File: src/rtl/core/iis_pkg.sv
`timescale 1ns / 1ps
// ----------------------------------------------------------------------------
// iis_pkg
// Shared types and constants of the interpolating image sampler.
// ----------------------------------------------------------------------------
package iis_pkg;

  localparam int PIX_W   = 16;  // stored pixel width
  localparam int FRAC_W  = 8;   // fraction bits of coordinates and results
  localparam int COORD_W = 20;  // signed coordinate width
  localparam int OUT_W   = 26;  // signed result width
  localparam int POS_W   = 8;   // column / row index width
  localparam int ADDR_W  = 2 * POS_W;
  localparam int SIZE_W  = 9;   // image size register width
  localparam int IDX_W   = 13;  // signed neighbor index width
  localparam int WGT_W   = 27;  // signed tap weight width
  localparam int ROW_W   = 29;  // signed row partial result width
  localparam int CFG_IDX_W = 3;
  localparam int CFG_W     = 16;

  // Pixel size limit of the store
  localparam logic [SIZE_W-1:0] MAX_SIZE = 9'd256;

  // Request commands
  localparam logic CMD_WRITE  = 1'b0;
  localparam logic CMD_SAMPLE = 1'b1;

  // Interpolation modes
  localparam logic [1:0] MODE_NEAREST = 2'd0;
  localparam logic [1:0] MODE_LINEAR  = 2'd1;
  localparam logic [1:0] MODE_CUBIC   = 2'd2;

  // Configuration register indexes
  localparam logic [CFG_IDX_W-1:0] REG_INTERP = 3'd0;
  localparam logic [CFG_IDX_W-1:0] REG_PAD    = 3'd1;
  localparam logic [CFG_IDX_W-1:0] REG_FILL   = 3'd2;
  localparam logic [CFG_IDX_W-1:0] REG_BOUND  = 3'd3;
  localparam logic [CFG_IDX_W-1:0] REG_WIDTH  = 3'd4;
  localparam logic [CFG_IDX_W-1:0] REG_HEIGHT = 3'd5;

  typedef enum logic [2:0] {
    S_IDLE,
    S_WGT,
    S_FETCH,
    S_WAIT,
    S_DONE
  } iis_state_t;

  // Control that travels with each pixel read
  typedef struct packed {
    logic                    valid;
    logic                    fill;       // use fill value instead of memory data
    logic                    row_end;    // last tap of a row (or of a whole sum)
    logic                    last;       // last tap of the request
    logic                    cubic;      // row results go through vertical pass
    logic signed [WGT_W-1:0] weight;     // horizontal tap weight
    logic signed [WGT_W-1:0] row_weight; // vertical weight of this row
  } tap_tag_t;

  // Saturate to the signed result range
  function automatic logic [OUT_W-1:0] sat_out(input logic signed [63:0] v);
    logic signed [63:0] maxv;
    logic signed [63:0] minv;
    maxv = (64'sd1 <<< (OUT_W - 1)) - 64'sd1;
    minv = -(64'sd1 <<< (OUT_W - 1));
    if (v > maxv) return maxv[OUT_W-1:0];
    if (v < minv) return minv[OUT_W-1:0];
    return v[OUT_W-1:0];
  endfunction

endpackage

File: src/rtl/core/iis_wgt.sv
`timescale 1ns / 1ps
// ----------------------------------------------------------------------------
// iis_wgt
// Tap weight generator: bilinear and Catmull-Rom weights from the fractions.
// ----------------------------------------------------------------------------
module iis_wgt import iis_pkg::*; (
  input  logic                    clk,
  input  logic [FRAC_W-1:0]       fx,
  input  logic [FRAC_W-1:0]       fy,
  output logic signed [WGT_W-1:0] wx [4],
  output logic signed [WGT_W-1:0] wy [4],
  output logic signed [WGT_W-1:0] wl [4]
);

  localparam int SQ_W = 2 * FRAC_W;
  localparam int CU_W = 3 * FRAC_W;
  localparam int LW_W = 2 * (FRAC_W + 1);

  logic [SQ_W-1:0] fx2, fy2;
  logic [CU_W-1:0] fx3, fy3;
  logic [FRAC_W:0] sx, sy;
  logic [LW_W-1:0] l0, l1, l2, l3;

  // Catmull-Rom weight k, scaled by 2 S^3
  function automatic logic signed [WGT_W-1:0] cr_wgt(
    input logic [FRAC_W-1:0] f, input logic [SQ_W-1:0] f2,
    input logic [CU_W-1:0] f3, input logic [1:0] k);
    logic signed [WGT_W:0] a, a2, a3, r;
    a  = (WGT_W+1)'(f);
    a2 = (WGT_W+1)'(f2);
    a3 = (WGT_W+1)'(f3);
    unique case (k)
      2'd0: r = (a2 <<< (FRAC_W + 1)) - (a <<< SQ_W) - a3;
      2'd1: r = ((WGT_W+1)'(1) <<< (CU_W + 1)) - ((a2 * (WGT_W+1)'(5)) <<< FRAC_W)
                + a3 * (WGT_W+1)'(3);
      2'd2: r = (a <<< SQ_W) + (a2 <<< (FRAC_W + 2)) - a3 * (WGT_W+1)'(3);
      default: r = a3 - (a2 <<< FRAC_W);
    endcase
    return r[WGT_W-1:0];
  endfunction

  assign sx = (FRAC_W+1)'(1 << FRAC_W) - (FRAC_W+1)'(fx);
  assign sy = (FRAC_W+1)'(1 << FRAC_W) - (FRAC_W+1)'(fy);

  // Square, cube, then weights
  always_ff @(posedge clk) begin
    fx2 <= SQ_W'(fx) * SQ_W'(fx);
    fy2 <= SQ_W'(fy) * SQ_W'(fy);
    fx3 <= CU_W'(fx2) * CU_W'(fx);
    fy3 <= CU_W'(fy2) * CU_W'(fy);
    l0  <= LW_W'(sx) * LW_W'(sy);
    l1  <= LW_W'(fx) * LW_W'(sy);
    l2  <= LW_W'(sx) * LW_W'(fy);
    l3  <= LW_W'(fx) * LW_W'(fy);
    for (int k = 0; k < 4; k++) begin
      wx[k] <= cr_wgt(fx, fx2, fx3, 2'(k));
      wy[k] <= cr_wgt(fy, fy2, fy3, 2'(k));
    end
    wl[0] <= WGT_W'(l0);
    wl[1] <= WGT_W'(l1);
    wl[2] <= WGT_W'(l2);
    wl[3] <= WGT_W'(l3);
  end

endmodule

File: config.mk
export PLATFORM = sky130hd
export DESIGN_NAME = iis_wgt
export DESIGN_NICKNAME = d
export VERILOG_FILES = /design/src/rtl/core/iis_pkg.sv /design/src/rtl/core/iis_wgt.sv
export SDC_FILE = /design/constraint.sdc
export NUM_CORES = 2
export LEC_CHECK = 0
export BUFFER_PORTS_ARGS = -buffer_cell sky130_fd_sc_hd__buf_2
export CAP_MARGIN = 20
export CORE_AREA = 5 5 278 280
export CTS_CLUSTER_SIZE = 16
export DETAILED_ROUTE_END_ITERATION = 8
export DIE_AREA = 0 0 283 285
export PLACE_DENSITY = 0.78
export SYNTH_ARGS = -nofsm -noshare
export SYNTH_HDL_FRONTEND = slang
export SYNTH_SLANG_ARGS = --single-unit
File: constraint.sdc
create_clock -name clk -period 6.4 [get_ports clk]
set_clock_uncertainty 0.05 [all_clocks]
set_input_delay 0.64 -clock clk [delete_from_list [all_inputs] [get_ports clk]]
set_output_delay 0.64 -clock clk [all_outputs]
set_load 0.05 [all_outputs]
## After elaboration in Yosys (flattened, before gate mapping)

Cells that the tools add are included.

| storage, ports and cells | value |
|---|---|
| bits of input ports | 17 |
| word-level logic and storage cells | 48 |
| bits in registers | 432 |
| output and inout port bits | 324 |

| cells by class | value |
|---|---|
| add/sub/neg operators | 16 |
| $mul | 12 |

Operators with widths:

| kind | number |
|---|---|
| $add 24x26->27 | 2 |
| $add 27x27->27 | 2 |
| $sub 26x25->27 | 2 |
| $sub 26x27->27 const A | 2 |
| $sub 27x26->27 | 2 |
| $mul 24x2->26 const B | 2 |
| $sub 25x24->26 | 2 |
| $sub 24x24->25 | 2 |
| $mul 16x8->24 | 2 |
| $mul 8x8->16 | 3 |
| $mul 16x3->19 const B | 2 |
| $mul 9x9->18 | 1 |
| $sub 9x8->9 const A | 2 |
| $mul 8x9->17 | 1 |
| $mul 9x8->17 | 1 |

## Depth between registers and ports, before layout

| logic depth | value |
|---|---|
| word-level depth | 3 |
| mapped depth | 26 |
| depth with buffers taken out | 23 |

## Least setup slack after synthesis

No wires, ideal clock.

| timing | value |
|---|---|
| path kind | input port to flip-flop |
| start | input port fx[0] |
| end | register l0[17] |
| path slack | 0.155 ns |
| arrival time | 6.110 ns |
| cell stages on the path | 24 |
| data required time | 6.264 ns |
| path through | clkbuf_1 -> clkinv_1 -> clkbuf_1 -> ha_1 -> and3_1 -> xnor2_1 -> clkbuf_1 -> nand2_1 -> fa_1 -> inv_1 -> fa_1 -> ha_1 -> inv_1 -> fa_1 -> inv_1 -> ha_1 -> a21o_1 -> a21oi_1 -> o21ai_0 -> a31oi_1 -> o21ai_0 -> o41ai_1 -> nor2_1 -> a211oi_1 |

| between the ends | value |
|---|---|
| longest elaborated chain between the ends | 2 |

RTL lines:

| item | RTL line | source |
|---|---|---|
| start: declaration | iis_wgt.sv:8 | `input logic [FRAC_W-1:0] fx,` |
| $sub 9x8->9 | iis_wgt.sv:42 | `assign sx = (FRAC_W+1)'(1 << FRAC_W) - (FRAC_W+1)'(fx);` |
| $mul 9x9->18 | iis_wgt.sv:51 | `l0 <= LW_W'(sx) * LW_W'(sy);` |
| end signal: assignment | iis_wgt.sv:51 |  |
| end: declaration | iis_wgt.sv:22 | `logic [LW_W-1:0] l0, l1, l2, l3;` |

No other way between the ends.

## Worst setup path after layout

| timing | value |
|---|---|
| start | input port fx[3] |
| end | register l0[17] |

Same word-level chain as after synthesis.

==> Flow_metrics.wiki <==
{| class="wikitable"
! Metric !! Value
|-
| Run status || finished clean
|-
| Deepest level of the CTS H-tree || 2
|-
| Wire length of the first global-routing pass || 171000 µm
|-
| Clock sink total || 412
|-
| Share of the clock period used by the worst path || 91.7%
|-
| Share of post-route cells with drive strength above 1 || 10.1%
|-
| TritonRoute pass-1 iters || 5
|-
| Critical Path RT || 6850 ps
|-
| Number of warnings printed during yosys synthesis || 0
|-
| Synth Register Bits || 412
|-
| Async set-or-reset flop fraction in the synthesized netlist || 0%
|-
| RD Place Congestion || 0.925
|-
| CP Capture Type || register
|-
| Gate Count Post-Synth || 4575
|-
| Boundary Pins || 341
|-
| Initial core utilization || 55.7%
|-
| Total grt overflow || 0
|-
| IO buf count || 300
|-
| Height of the chip || 285 µm
|-
| Class of the tightest hold or removal check || reg2reg
|-
| Syn avg cell area || 9.03 µm²
|-
| Sequential area share after synthesis || 20.0%
|-
| Floorplan core area || 74200 µm²
|-
| Post-synth top area cell || sky130_fd_sc_hd__dfxtp_1
|-
| Setup Buffers After CTS || 0
|-
| Data arrival, critical path || 6310 ps
|-
| Post-CTS Hold Buffers || 0
|-
| Clock root buffer || sky130_fd_sc_hd__clkbuf_16
|-
| Critical Path Fanout Max || 10
|-
| Number of library cell types mapped by synthesis || 83
|-
| Wire length on met3 || 7380 µm
|-
| Chip width || 283 µm
|-
| Setup repair after global routing missed its margin || false
|-
| Largest buffer count on any clock path || 3
|-
| Final antenna-violating net count || 0
|-
| Slew @ Worst Pin || 1050 ps
|-
| DRC violations left || 0
|-
| Max-capacitance violation count || 0
|-
| Top cells by instance count after synthesis || sky130_fd_sc_hd__inv_1 (656), sky130_fd_sc_hd__ha_1 (653), sky130_fd_sc_hd__dfxtp_1 (412)
|-
| Insertion delay of the later-clocked pin in the worst-skew pair || 590 ps
|-
| Share of Yosys cell area claimed by the top area cell type || 20.0%
|-
| Setup crit start kind || primary input
|-
| Vias after detailed routing || 32500
|-
| Post-detailed-routing wire length || 104000 µm
|-
| Synthesis-to-finish area growth || 10.1%
|-
| WL met2 || 51200 µm
|-
| Cells taking the most area after synthesis || sky130_fd_sc_hd__dfxtp_1 (20%), sky130_fd_sc_hd__ha_1 (20%), sky130_fd_sc_hd__fa_1 (19%)
|-
| Endpoints failing setup || 0
|-
| Violation count after the first detailed-route iteration || 2001
|-
| Largest net degree at the start of global routing || 32
|-
| Count of nets after finishing || 5962
|-
| Floorplan row count || 100
|-
| Final Hold Viols || 0
|-
| Final-layout setup total negative slack || 0 ps
|-
| Syn Std Cell Area || 41300 µm²
|-
| Wire length per cell after detailed routing || 17.7 µm
|-
| Worst max-slew margin expressed relative to the limit || 29.7%
|-
| Aggregate global-route resource usage || 25.6%
|-
| Number of flops mapped to enable cells by yosys || 0
|-
| Metal-1 WL || 42700 µm
|-
| Total clock buffers created by CTS || 47
|-
| Worst setup path class || in2reg
|-
| Number of global-route vias before repair || 33500
|-
| Main synth FF type || sky130_fd_sc_hd__dfxtp_1
|-
| Most instantiated library cell after synthesis || sky130_fd_sc_hd__inv_1
|-
| TritonCTS clock tree || yes
|-
| Resized cells post-CTS || 0
|-
| Clock Pin Slew Worst Setup and Hold Paths || 60 ps
|-
| Post-DP HPWL || 83300 µm
|-
| Clock period minus worst slack || 5870 ps
|-
| Number of max-slew violations in the final report || 0
|-
| Maximum achievable frequency || 0.170 GHz
|-
| Max Used Layer || met4
|-
| Vias/cell || 5.51
|-
| Initial antenna violation count || 3
|-
| Area of the die || 80700 µm²
|}
## worst max-delay path, stage by stage
cell and delay (ps):
sky130_fd_sc_hd__buf_2 130, sky130_fd_sc_hd__clkinv_1 190, sky130_fd_sc_hd__nand3_1 230, sky130_fd_sc_hd__nor3_1 80
sky130_fd_sc_hd__xnor2_1 810, sky130_fd_sc_hd__nand2_1 280, sky130_fd_sc_hd__fa_1 550, sky130_fd_sc_hd__inv_1 60
sky130_fd_sc_hd__fa_1 460, sky130_fd_sc_hd__ha_1 290, sky130_fd_sc_hd__inv_1 50, sky130_fd_sc_hd__fa_1 600
sky130_fd_sc_hd__inv_1 60, sky130_fd_sc_hd__ha_1 280, sky130_fd_sc_hd__a21o_1 150, sky130_fd_sc_hd__a21oi_1 200
sky130_fd_sc_hd__o21ai_0 140, sky130_fd_sc_hd__a31oi_1 250, sky130_fd_sc_hd__o21ai_0 190, sky130_fd_sc_hd__o41ai_1 270
sky130_fd_sc_hd__buf_4 180, sky130_fd_sc_hd__nor2_1 40, sky130_fd_sc_hd__a211oi_1 170
## metrics by stage
step | std cells | util [%] | setup slack (ps) | cell area (µm²) | hold slack, ps
6_report | 5902 | 61.3 | 534 | 45500 | 264
5_1_grt | 5899 | 61.3 | 130 | 45500 | 265
4_1_cts | 5898 | 61.3 | 648 | 45500 | 262
3_5_place_dp | 5814 | 59.3 | 74.6 | 44000 | 262
3_3_place_gp | 5814 | 59.3 | 174 | 44000 | 262
2_1_floorplan | 4621 | - | 155 | 41500 | 260
## kinds of logic (layout without fill, tap and decap cells)
kind of cell	Yosys count	after routing	synth area share, %
XOR/XNOR	378	378	8.08
adder cells (fa/ha/maj)	1051	1051	39.1
AND/OR/NAND/NOR	1207	1207	13.7
buffers and inverters	826	1134	8.02
AO/OA/AOI/OAI	694	694	11.0
flip-flops	412	412	20.0
multiplexers	5	5	0.139
other	2	52	0.0182
## layout by cell type, fill, tap and decap left out, drive strengths merged, types with 24 or more instances in the layout
cell type	count
inv	666
ha	653
dfxtp	412
fa	398
nor2	389
buf	374
nand2	326
xnor2	266
a21oi	226
and2	135
xor2	111
o21ai	108
a21o	98
nor3	65
nand3	62
clkbuf	62
nor2b	49
conb	48
o21a	41
nand2b	31
a31oi	31
or3	29
and3	29
clkinv	25
o21bai	24
or2	24
## area by class of cell
type                            count  area (µm²)
Multi-Input combinational cell   3383       29900
Fill cell                        6196       28700
Sequential cell                   412        8250
Inverter                          676        2540
Timing Repair Buffer              374        2060
Clock buffer                       62        1310
Tap cell                          969        1210
Clock inverter                     22         208
Antenna cell                        4        10.0
## final timing paths
check               from     end  slack (ps)  depth (start not counted)
setup / recovery   fx[3]  l0[17]         530                         23
hold / removal     l1[6]  wl[60]         260                          0
setup reg to reg  fx3[0]  wx[52]         640                         19
hold reg to reg    l1[6]  wl[60]         260                          0
## registers in the layout (all words and copies together) (netlist names)
register / cells
l0: 18
wy: 102
fx2: 15
wl: 65
fx3: 24
l3: 15
fy3: 24
l2: 16
l1: 16
wx: 102
fy2: 15
## routing by layer
metal,vias to the layer above,global-route usage (%)
met5,-,0
met4,0,7.47
met3,203,3.97
met2,1067,45.6
met1,15700,32.3
li1,15500,-
Power is not shown: default switching activity piles up to over one toggle a cycle in this logic, so the estimate is an artifact.
