**src/rtl/core/iis_pkg.sv**
```systemverilog
`timescale 1ns / 1ps
// ----------------------------------------------------------------------------
// iis_pkg
// Shared types and constants of the interpolating image sampler.
// ----------------------------------------------------------------------------
package iis_pkg;

  localparam int PIX_W   = 16;  // stored pixel width
  localparam int FRAC_W  = 8;   // fraction bits of coordinates and results
  localparam int COORD_W = 20;  // signed coordinate width
  localparam int OUT_W   = 26;  // signed result width
  localparam int POS_W   = 8;   // column / row index width
  localparam int ADDR_W  = 2 * POS_W;
  localparam int SIZE_W  = 9;   // image size register width
  localparam int IDX_W   = 13;  // signed neighbor index width
  localparam int WGT_W   = 27;  // signed tap weight width
  localparam int ROW_W   = 29;  // signed row partial result width
  localparam int CFG_IDX_W = 3;
  localparam int CFG_W     = 16;

  // Pixel size limit of the store
  localparam logic [SIZE_W-1:0] MAX_SIZE = 9'd256;

  // Request commands
  localparam logic CMD_WRITE  = 1'b0;
  localparam logic CMD_SAMPLE = 1'b1;

  // Interpolation modes
  localparam logic [1:0] MODE_NEAREST = 2'd0;
  localparam logic [1:0] MODE_LINEAR  = 2'd1;
  localparam logic [1:0] MODE_CUBIC   = 2'd2;

  // Configuration register indexes
  localparam logic [CFG_IDX_W-1:0] REG_INTERP = 3'd0;
  localparam logic [CFG_IDX_W-1:0] REG_PAD    = 3'd1;
  localparam logic [CFG_IDX_W-1:0] REG_FILL   = 3'd2;
  localparam logic [CFG_IDX_W-1:0] REG_BOUND  = 3'd3;
  localparam logic [CFG_IDX_W-1:0] REG_WIDTH  = 3'd4;
  localparam logic [CFG_IDX_W-1:0] REG_HEIGHT = 3'd5;

  typedef enum logic [2:0] {
    S_IDLE,
    S_WGT,
    S_FETCH,
    S_WAIT,
    S_DONE
  } iis_state_t;

  // Control that travels with each pixel read
  typedef struct packed {
    logic                    valid;
    logic                    fill;       // use fill value instead of memory data
    logic                    row_end;    // last tap of a row (or of a whole sum)
    logic                    last;       // last tap of the request
    logic                    cubic;      // row results go through vertical pass
    logic signed [WGT_W-1:0] weight;     // horizontal tap weight
    logic signed [WGT_W-1:0] row_weight; // vertical weight of this row
  } tap_tag_t;

  // Saturate to the signed result range
  function automatic logic [OUT_W-1:0] sat_out(input logic signed [63:0] v);
    logic signed [63:0] maxv;
    logic signed [63:0] minv;
    maxv = (64'sd1 <<< (OUT_W - 1)) - 64'sd1;
    minv = -(64'sd1 <<< (OUT_W - 1));
    if (v > maxv) return maxv[OUT_W-1:0];
    if (v < minv) return minv[OUT_W-1:0];
    return v[OUT_W-1:0];
  endfunction

endpackage

```
**src/rtl/core/iis_mac.sv**
```systemverilog
`timescale 1ns / 1ps
// ----------------------------------------------------------------------------
// iis_mac
// Multiply-accumulate pipeline: horizontal taps into rows, rows into result.
// ----------------------------------------------------------------------------
module iis_mac import iis_pkg::*; (
  input  logic             clk,
  input  logic             rst,
  input  tap_tag_t         tag,
  input  logic [PIX_W-1:0] rdata,
  input  logic [PIX_W-1:0] fill_pix,
  output logic             done,
  output logic [OUT_W-1:0] result
);

  localparam int PROD_W = WGT_W + PIX_W + 1;
  localparam int RACC_W = PROD_W + 2;
  localparam int P2_W   = WGT_W + ROW_W;
  localparam int ACC_W  = P2_W + 2;

  logic [PIX_W-1:0]         pix;
  tap_tag_t                 tag2;
  logic signed [PROD_W-1:0] prod;
  logic signed [RACC_W-1:0] row_acc, row_sum;
  logic signed [RACC_W-1:0] row_rnd, lin_rnd;
  logic signed [ROW_W-1:0]  row_r;
  logic                     row_vld, row_last;
  logic signed [WGT_W-1:0]  row_w;
  logic signed [P2_W-1:0]   prod2;
  logic                     p2_vld, p2_last;
  logic signed [ACC_W-1:0]  acc, acc_sum, acc_rnd;

  assign pix     = tag.fill ? fill_pix : rdata;
  assign row_sum = row_acc + RACC_W'(prod);
  assign row_rnd = (row_sum + (RACC_W'(1) <<< (2 * FRAC_W))) >>> (2 * FRAC_W + 1);
  assign lin_rnd = (row_sum + (RACC_W'(1) <<< (FRAC_W - 1))) >>> FRAC_W;
  assign acc_sum = acc + ACC_W'(prod2);
  assign acc_rnd = (acc_sum + (ACC_W'(1) <<< (3 * FRAC_W))) >>> (3 * FRAC_W + 1);

  // Multiply tap weight by pixel
  always_ff @(posedge clk) begin
    prod <= PROD_W'(tag.weight) * PROD_W'($signed({1'b0, pix}));
  end

  always_ff @(posedge clk) begin
    if (rst) begin
      tag2.valid <= 1'b0;
    end else begin
      tag2 <= tag;
    end
  end

  // Accumulate taps; close a row or a whole linear sum
  always_ff @(posedge clk) begin
    if (rst) begin
      row_acc <= '0;
      row_vld <= 1'b0;
      done    <= 1'b0;
      acc     <= '0;
      p2_vld  <= 1'b0;
    end else begin
      row_vld <= 1'b0;
      done    <= 1'b0;
      if (tag2.valid) begin
        if (tag2.row_end) begin
          row_acc <= '0;
          if (tag2.cubic) begin
            row_vld <= 1'b1;
          end else begin
            done <= 1'b1;
          end
        end else begin
          row_acc <= row_sum;
        end
      end
      p2_vld <= row_vld;
      // Accumulate weighted rows
      if (p2_vld) begin
        if (p2_last) begin
          acc  <= '0;
          done <= 1'b1;
        end else begin
          acc <= acc_sum;
        end
      end
    end
  end

  // Row payload and vertical product
  always_ff @(posedge clk) begin
    if (tag2.valid && tag2.row_end) begin
      row_r    <= row_rnd[ROW_W-1:0];
      row_w    <= tag2.row_weight;
      row_last <= tag2.last;
      if (!tag2.cubic) begin
        result <= sat_out(64'(lin_rnd));
      end
    end
    prod2   <= P2_W'(row_w) * P2_W'(row_r);
    p2_last <= row_last;
    if (p2_vld && p2_last) begin
      result <= sat_out(64'(acc_rnd));
    end
  end

endmodule

```
**config.mk**
```make
export PLATFORM = sky130hd
export DESIGN_NAME = iis_mac
export DESIGN_NICKNAME = d
export VERILOG_FILES = /design/src/rtl/core/iis_pkg.sv /design/src/rtl/core/iis_mac.sv
export SDC_FILE = /design/constraint.sdc
export NUM_CORES = 2
export LEC_CHECK = 0
export BUFFER_PORTS_ARGS = -buffer_cell sky130_fd_sc_hd__buf_2
export CORE_MARGIN = 4
export CORE_UTILIZATION = 40
export DETAILED_ROUTE_END_ITERATION = 12
export GPL_ROUTABILITY_DRIVEN = 0
export PLACE_DENSITY = 0.59
export SLEW_MARGIN = 20
export SYNTH_ARGS = -nofsm -noshare
export SYNTH_HDL_FRONTEND = slang
export SYNTH_SLANG_ARGS = --single-unit
```
**constraint.sdc**
```tcl
create_clock -name clk -period 8.1 [get_ports clk]
set_clock_uncertainty 0.2 [all_clocks]
set_input_delay 0 -clock clk [delete_from_list [all_inputs] [get_ports clk]]
set_output_delay 0 -clock clk [all_outputs]
set_load 0.02 [all_outputs]
```
Word-level counts from Yosys, hierarchy flattened:

Index checks and enable logic that the tools add are counted.

* input port bits: 93
* word-level logic and storage cells: 68
* output and inout bits: 27
* register bits after elaboration: 322

* bitwise logic cells: 2
* reductions and logical operators: 5
* magnitude comparators: 4
* equal/unequal tests: 1
* multipliers: 2
* mux-type cells: 32
* add/subtract/negate cells: 5

Operators by type and width (count)
* 2-to-1 mux 26 bit: 11
* adder 58 x 26 -> 58 bit (second input constant): 1
* adder 58 x 56 -> 58 bit: 1
* 2-to-1 mux 58 bit: 1
* multiplier 27 x 29 -> 56 bit: 1
* adder 46 x 18 -> 46 bit (second input constant): 1
* adder 46 x 44 -> 46 bit: 1
* adder 46 x 9 -> 46 bit (second input constant): 1
* 2-to-1 mux 46 bit: 1
* multiplier 27 x 17 -> 44 bit: 1
* > comparator 38 x 26 -> 1 bit (second input constant): 1
* less-than comparator 38 x 26 -> 1 bit (second input constant): 1
* > comparator 33 x 26 -> 1 bit (second input constant): 1
* less-than comparator 33 x 26 -> 1 bit (second input constant): 1
* 2-to-1 mux 1 bit: 18
* 2-to-1 mux 16 bit: 1
* OR reduction 3 bit: 1
* logical AND 1 bit: 2
* inequality test 2 x 1 -> 1 bit (second input constant): 1
* NOT 1 bit: 2
* AND reduction 2 bit: 1
* nonzero test 2 bit: 1

Depth between registers and ports, before layout:

* depth in word-level cells: 14
* mapped depth: 33
* gate-level depth less buffers: 30

Worst setup path before layout:

OpenSTA, ideal clock, no wires.

* kind: flip-flop to flip-flop
* from: register row_r[15]
* to: register prod2[54]
* stages on the path, launching flop included: 30
* library setup time: 0.072 ns
* period minus slack after synthesis: 7.654 ns
* data arrival time: 7.382 ns
* buffers on the path: 2
* setup slack: 0.446 ns
* required time: 7.828 ns
* path through: edfxtp_1 clkbuf_1 clkbuf_1 and2_1 fa_1 fa_1 inv_1 fa_1 fa_1 fa_1 inv_1 fa_1 inv_1 fa_1 inv_1 ha_1 a21o_1 a21oi_1 o21bai_1 a21o_1 inv_1 a31oi_1 a32oi_1 o21ai_0 a211oi_1 nor3_1 o41ai_1 nand2b_1 a211oi_1 xnor2_1

* word-level cells in the longest chain between the ends: 1

RTL lines
* start: declaration: line iis_mac.sv:26 `logic signed [ROW_W-1:0] row_r;`
* start signal: assignment: line iis_mac.sv:92 `row_r <= row_rnd[ROW_W-1:0];`
* multiplier 27 x 29 -> 56 bit: line iis_mac.sv:99 `prod2 <= P2_W'(row_w) * P2_W'(row_r);`
* end signal: assignment: line iis_mac.sv:99
* end: declaration: line iis_mac.sv:29 `logic signed [P2_W-1:0] prod2;`

Every way passes these cells.
A chain may end at the register's enable or synchronous reset.

Final worst setup path:

* from: register row_r[12]
* to: register prod2[54]

The elaborated chain is that of the path after synthesis.

==> impl_metrics.yaml <==
outcome:
  outcome: "finished clean"
placed_design:
  place_inst: 8869
  io_buffers: 119
  post-dp-hpwl_um: 139000
synth:
  ys_seq_elements: 322
  synth-async-reset-ratio_pct: 0
  netlist_instances: 6842
  synth_sequential_area_ratio_pct: 12.2
  syn_nets: 8541
  synth-edff-count: 113
  synth_top_area_share_pct: 39.8
  mappedNetlistArea_mm2: 0.0619
  postSynthAreaPerCell_um2: 9.05
  post_synth_main_area_contributors: "sky130_fd_sc_hd__fa_1, sky130_fd_sc_hd__inv_1, sky130_fd_sc_hd__ha_1"
  ys.warnings.count: 0
  largest_area_contributor_in_the_netlist: "sky130_fd_sc_hd__fa_1"
  synth-main-ff-cell: "sky130_fd_sc_hd__dfxtp_1"
  synthDistinctLibCells: 107
sta:
  min_period_over_period_pct: 96.9
  worst-slew-pin-transition_ps: 1060
  fin_worst_hold_slack_ps: 74.0
  maxSlewViolCount: 0
  setup_viol_count_final: 0
  relSlewSlack_pct: 29.3
  fmaxAchievable_ghz: 0.127
  fin_crit_ps: 7850
  timing_hold_violations_final: 0
global_route:
  grt_start_max_net_pins: 83
  vias_in_the_first_global_route: 50000
  grt_first_pass_wirelength_um: 272000
  globalRouteOverflowTotal: 0
  grt_antenna_before_repair: 6
  groute.usage.overall_pct: 20.9
floorplan:
  core_mm2: 0.154
  floorplan.die_area_mm2: 0.161
  die_w_um: 402
  die_height_um: 402
  core.rowCount: 144
  floorplan.io_pins: 120
  starting_density_pct: 40.2
worst_setup_path:
  crit_slowest_cell: "sky130_fd_sc_hd__fa_1"
  worstSetupEndpointType: "flip-flop"
  cp_max_fo: 8
  cp_data_required_time_ps: 8410
  cpMostUsedCell: "sky130_fd_sc_hd__fa_1"
  worstPathArrival_ps: 8160
  start_kind: "flip-flop"
  critPathMaxStageDelay_ps: 570
  critPathKind: "reg -> reg"
drt:
  drt-initial-drc-count: 2802
  drt-vias-per-instance: 5.09
  drc_errors: 0
  final_antenna_net_count: 0
  detailroute.via_count: 46000
  routed_wirelength_um: 166000
  count_of_tritonroute_iterations_in_the_first_routing_pass: 5
  wl_per_cell_um: 18.4
layout:
  instances_no_fill: 9032
  final_cell_mix: "sky130_fd_sc_hd__inv_1, sky130_fd_sc_hd__fa_1, sky130_fd_sc_hd__nand2_1"
  layout_commonest_cell: "sky130_fd_sc_hd__inv_1"
  design.final.nets: 8650
  drive_above_1_share_pct: 7.17
  final.fill_count: 15000
  syn_to_final_growth_pct: 9.36
worst_hold_path:
  worst_hold_path_type: "in -> reg"
clock_network:
  clock_h_tree_levels: 2
  insertion_delay_to_the_later_sink_of_the_worst_skew_pair_ps: 600
  sinks_on_the_clock_net: 322
  cts_buffer_depth: 3
  cts_tree: "yes"
  tritoncts.num_buffers: 40
  cts.root.buffer_cell: "sky130_fd_sc_hd__clkbuf_16"
  cts.reportedPaths.clkPinSlew_ps: 60
job:
  maxCapViolCount: 0
-- synth_stat cells (9+ instances only) --
cell type and n:
sky130_fd_sc_hd__o211ai_1 16, sky130_fd_sc_hd__a21o_1 106, sky130_fd_sc_hd__o21ai_1 10, sky130_fd_sc_hd__a211oi_1 25, sky130_fd_sc_hd__nand4_1 39, sky130_fd_sc_hd__buf_2 18, sky130_fd_sc_hd__dfxtp_1 209, sky130_fd_sc_hd__xor2_1 73
sky130_fd_sc_hd__xnor2_1 185, sky130_fd_sc_hd__a22oi_2 11, sky130_fd_sc_hd__and2_1 463, sky130_fd_sc_hd__nand2b_1 47, sky130_fd_sc_hd__and4_1 13, sky130_fd_sc_hd__o31ai_1 34, sky130_fd_sc_hd__nor3_1 60, sky130_fd_sc_hd__o21a_1 31
sky130_fd_sc_hd__inv_1 1457, sky130_fd_sc_hd__and3_1 35, sky130_fd_sc_hd__nor4_1 19, sky130_fd_sc_hd__a31oi_1 16, sky130_fd_sc_hd__buf_1 15, sky130_fd_sc_hd__nor2b_1 87, sky130_fd_sc_hd__a22oi_1 107, sky130_fd_sc_hd__or3_1 21
sky130_fd_sc_hd__nand3_1 88, sky130_fd_sc_hd__a21oi_1 196, sky130_fd_sc_hd__edfxtp_1 113, sky130_fd_sc_hd__o21ai_0 130, sky130_fd_sc_hd__a221oi_1 9, sky130_fd_sc_hd__clkbuf_1 266, sky130_fd_sc_hd__nand2_1 863, sky130_fd_sc_hd__mux2_2 15
sky130_fd_sc_hd__o21bai_1 32, sky130_fd_sc_hd__ha_1 374, sky130_fd_sc_hd__fa_1 1232, sky130_fd_sc_hd__nor2_1 237
-- final timing paths --
| path | from | endpoint | slack, ps | cells after the start |
|---|---|---|---|---|
| worst max-delay path | row_r[12] | prod2[54] | 250 | 30 |
| worst min-delay path | tag[58] | tag2[58] | 70 | 3 |
| worst max register to register | row_r[12] | prod2[54] | 250 | 30 |
| worst min register to register | row_last | p2_last | 140 | 0 |
-- state kept, by name (all words and copies together) (netlist names) --
signal and flops:
p2_vld 1, result 26, done 1, tag2 31, prod 44, row_r 29, acc 58, row_w 27
row_acc 46, p2_last 1, prod2 56, row_last 1, row_vld 1
-- repair_timing --
action / in CTS / in global routing
resized for setup: 3 / 48
pin swaps: 0 / 32
endpoints found under the setup margin: 4 / 10
hold buffers: 64 / 0
buffers inserted: 1 / 19
cloned: 0 / 0
hold endpoints to repair: 58 / 0
-- per-layer routing --
| metal | share of wire (%) | up-vias | global-route usage, % | wire (um) |
|---|---|---|---|---|
| li1 | - | 21300 | - | - |
| met1 | 43 | 23400 | 27.8 | 71700 |
| met2 | 48 | 1086 | 35.9 | 80500 |
| met3 | 4.9 | 236 | 2.29 | 8050 |
| met4 | 3.4 | 4 | 6.42 | 5630 |
| met5 | 0.044 | - | 0.297 | 73 |
-- worst max-delay path: cells and delay by family, from the launching register on --
family | cells | cell delay, ps
compound gates | 9 | 1820
xor+xnor | 1 | 140
fa+ha+maj | 8 | 3810
buf+inv | 8 | 810
flops | 1 | 550
simple gates | 4 | 460
-- stage by stage --
step,instance area [um2],TNS (ps),utilization [%],worst slack [ps]
final,67700,0,44.0,250
after global routing,67700,-30.2,44.0,-18.6
after CTS,67400,0,43.7,62.1
after detailed placement,65300,-41.6,42.4,-41.6
after global placement,65300,-70.3,42.4,-29.3
after floorplan,61900,0,-,446
-- cell families after synthesis --
logic type      synth area share, %
compound gates                 9.29
flops                          12.2
xor+xnor                       3.73
mux                           0.402
buf+inv                        10.8
fa+ha+maj                      47.4
simple gates                   16.2
-- cell type report --
class | instances | area, um2 | share of cell area, %
Clock inverter | 22 | 303 | 0.447
Sequential cell | 322 | 7580 | 11.2
Clock buffer | 52 | 1160 | 1.71
Multi-Input combinational cell | 4757 | 47900 | 70.7
Antenna cell | 5 | 12.5 | 0.0185
Tap cell | 2044 | 2560 | 3.78
Timing Repair Buffer | 371 | 2780 | 4.10
Inverter | 1459 | 5480 | 8.09
Power is not shown: default switching activity piles up to over one toggle a cycle in this logic, so the estimate is an artifact.
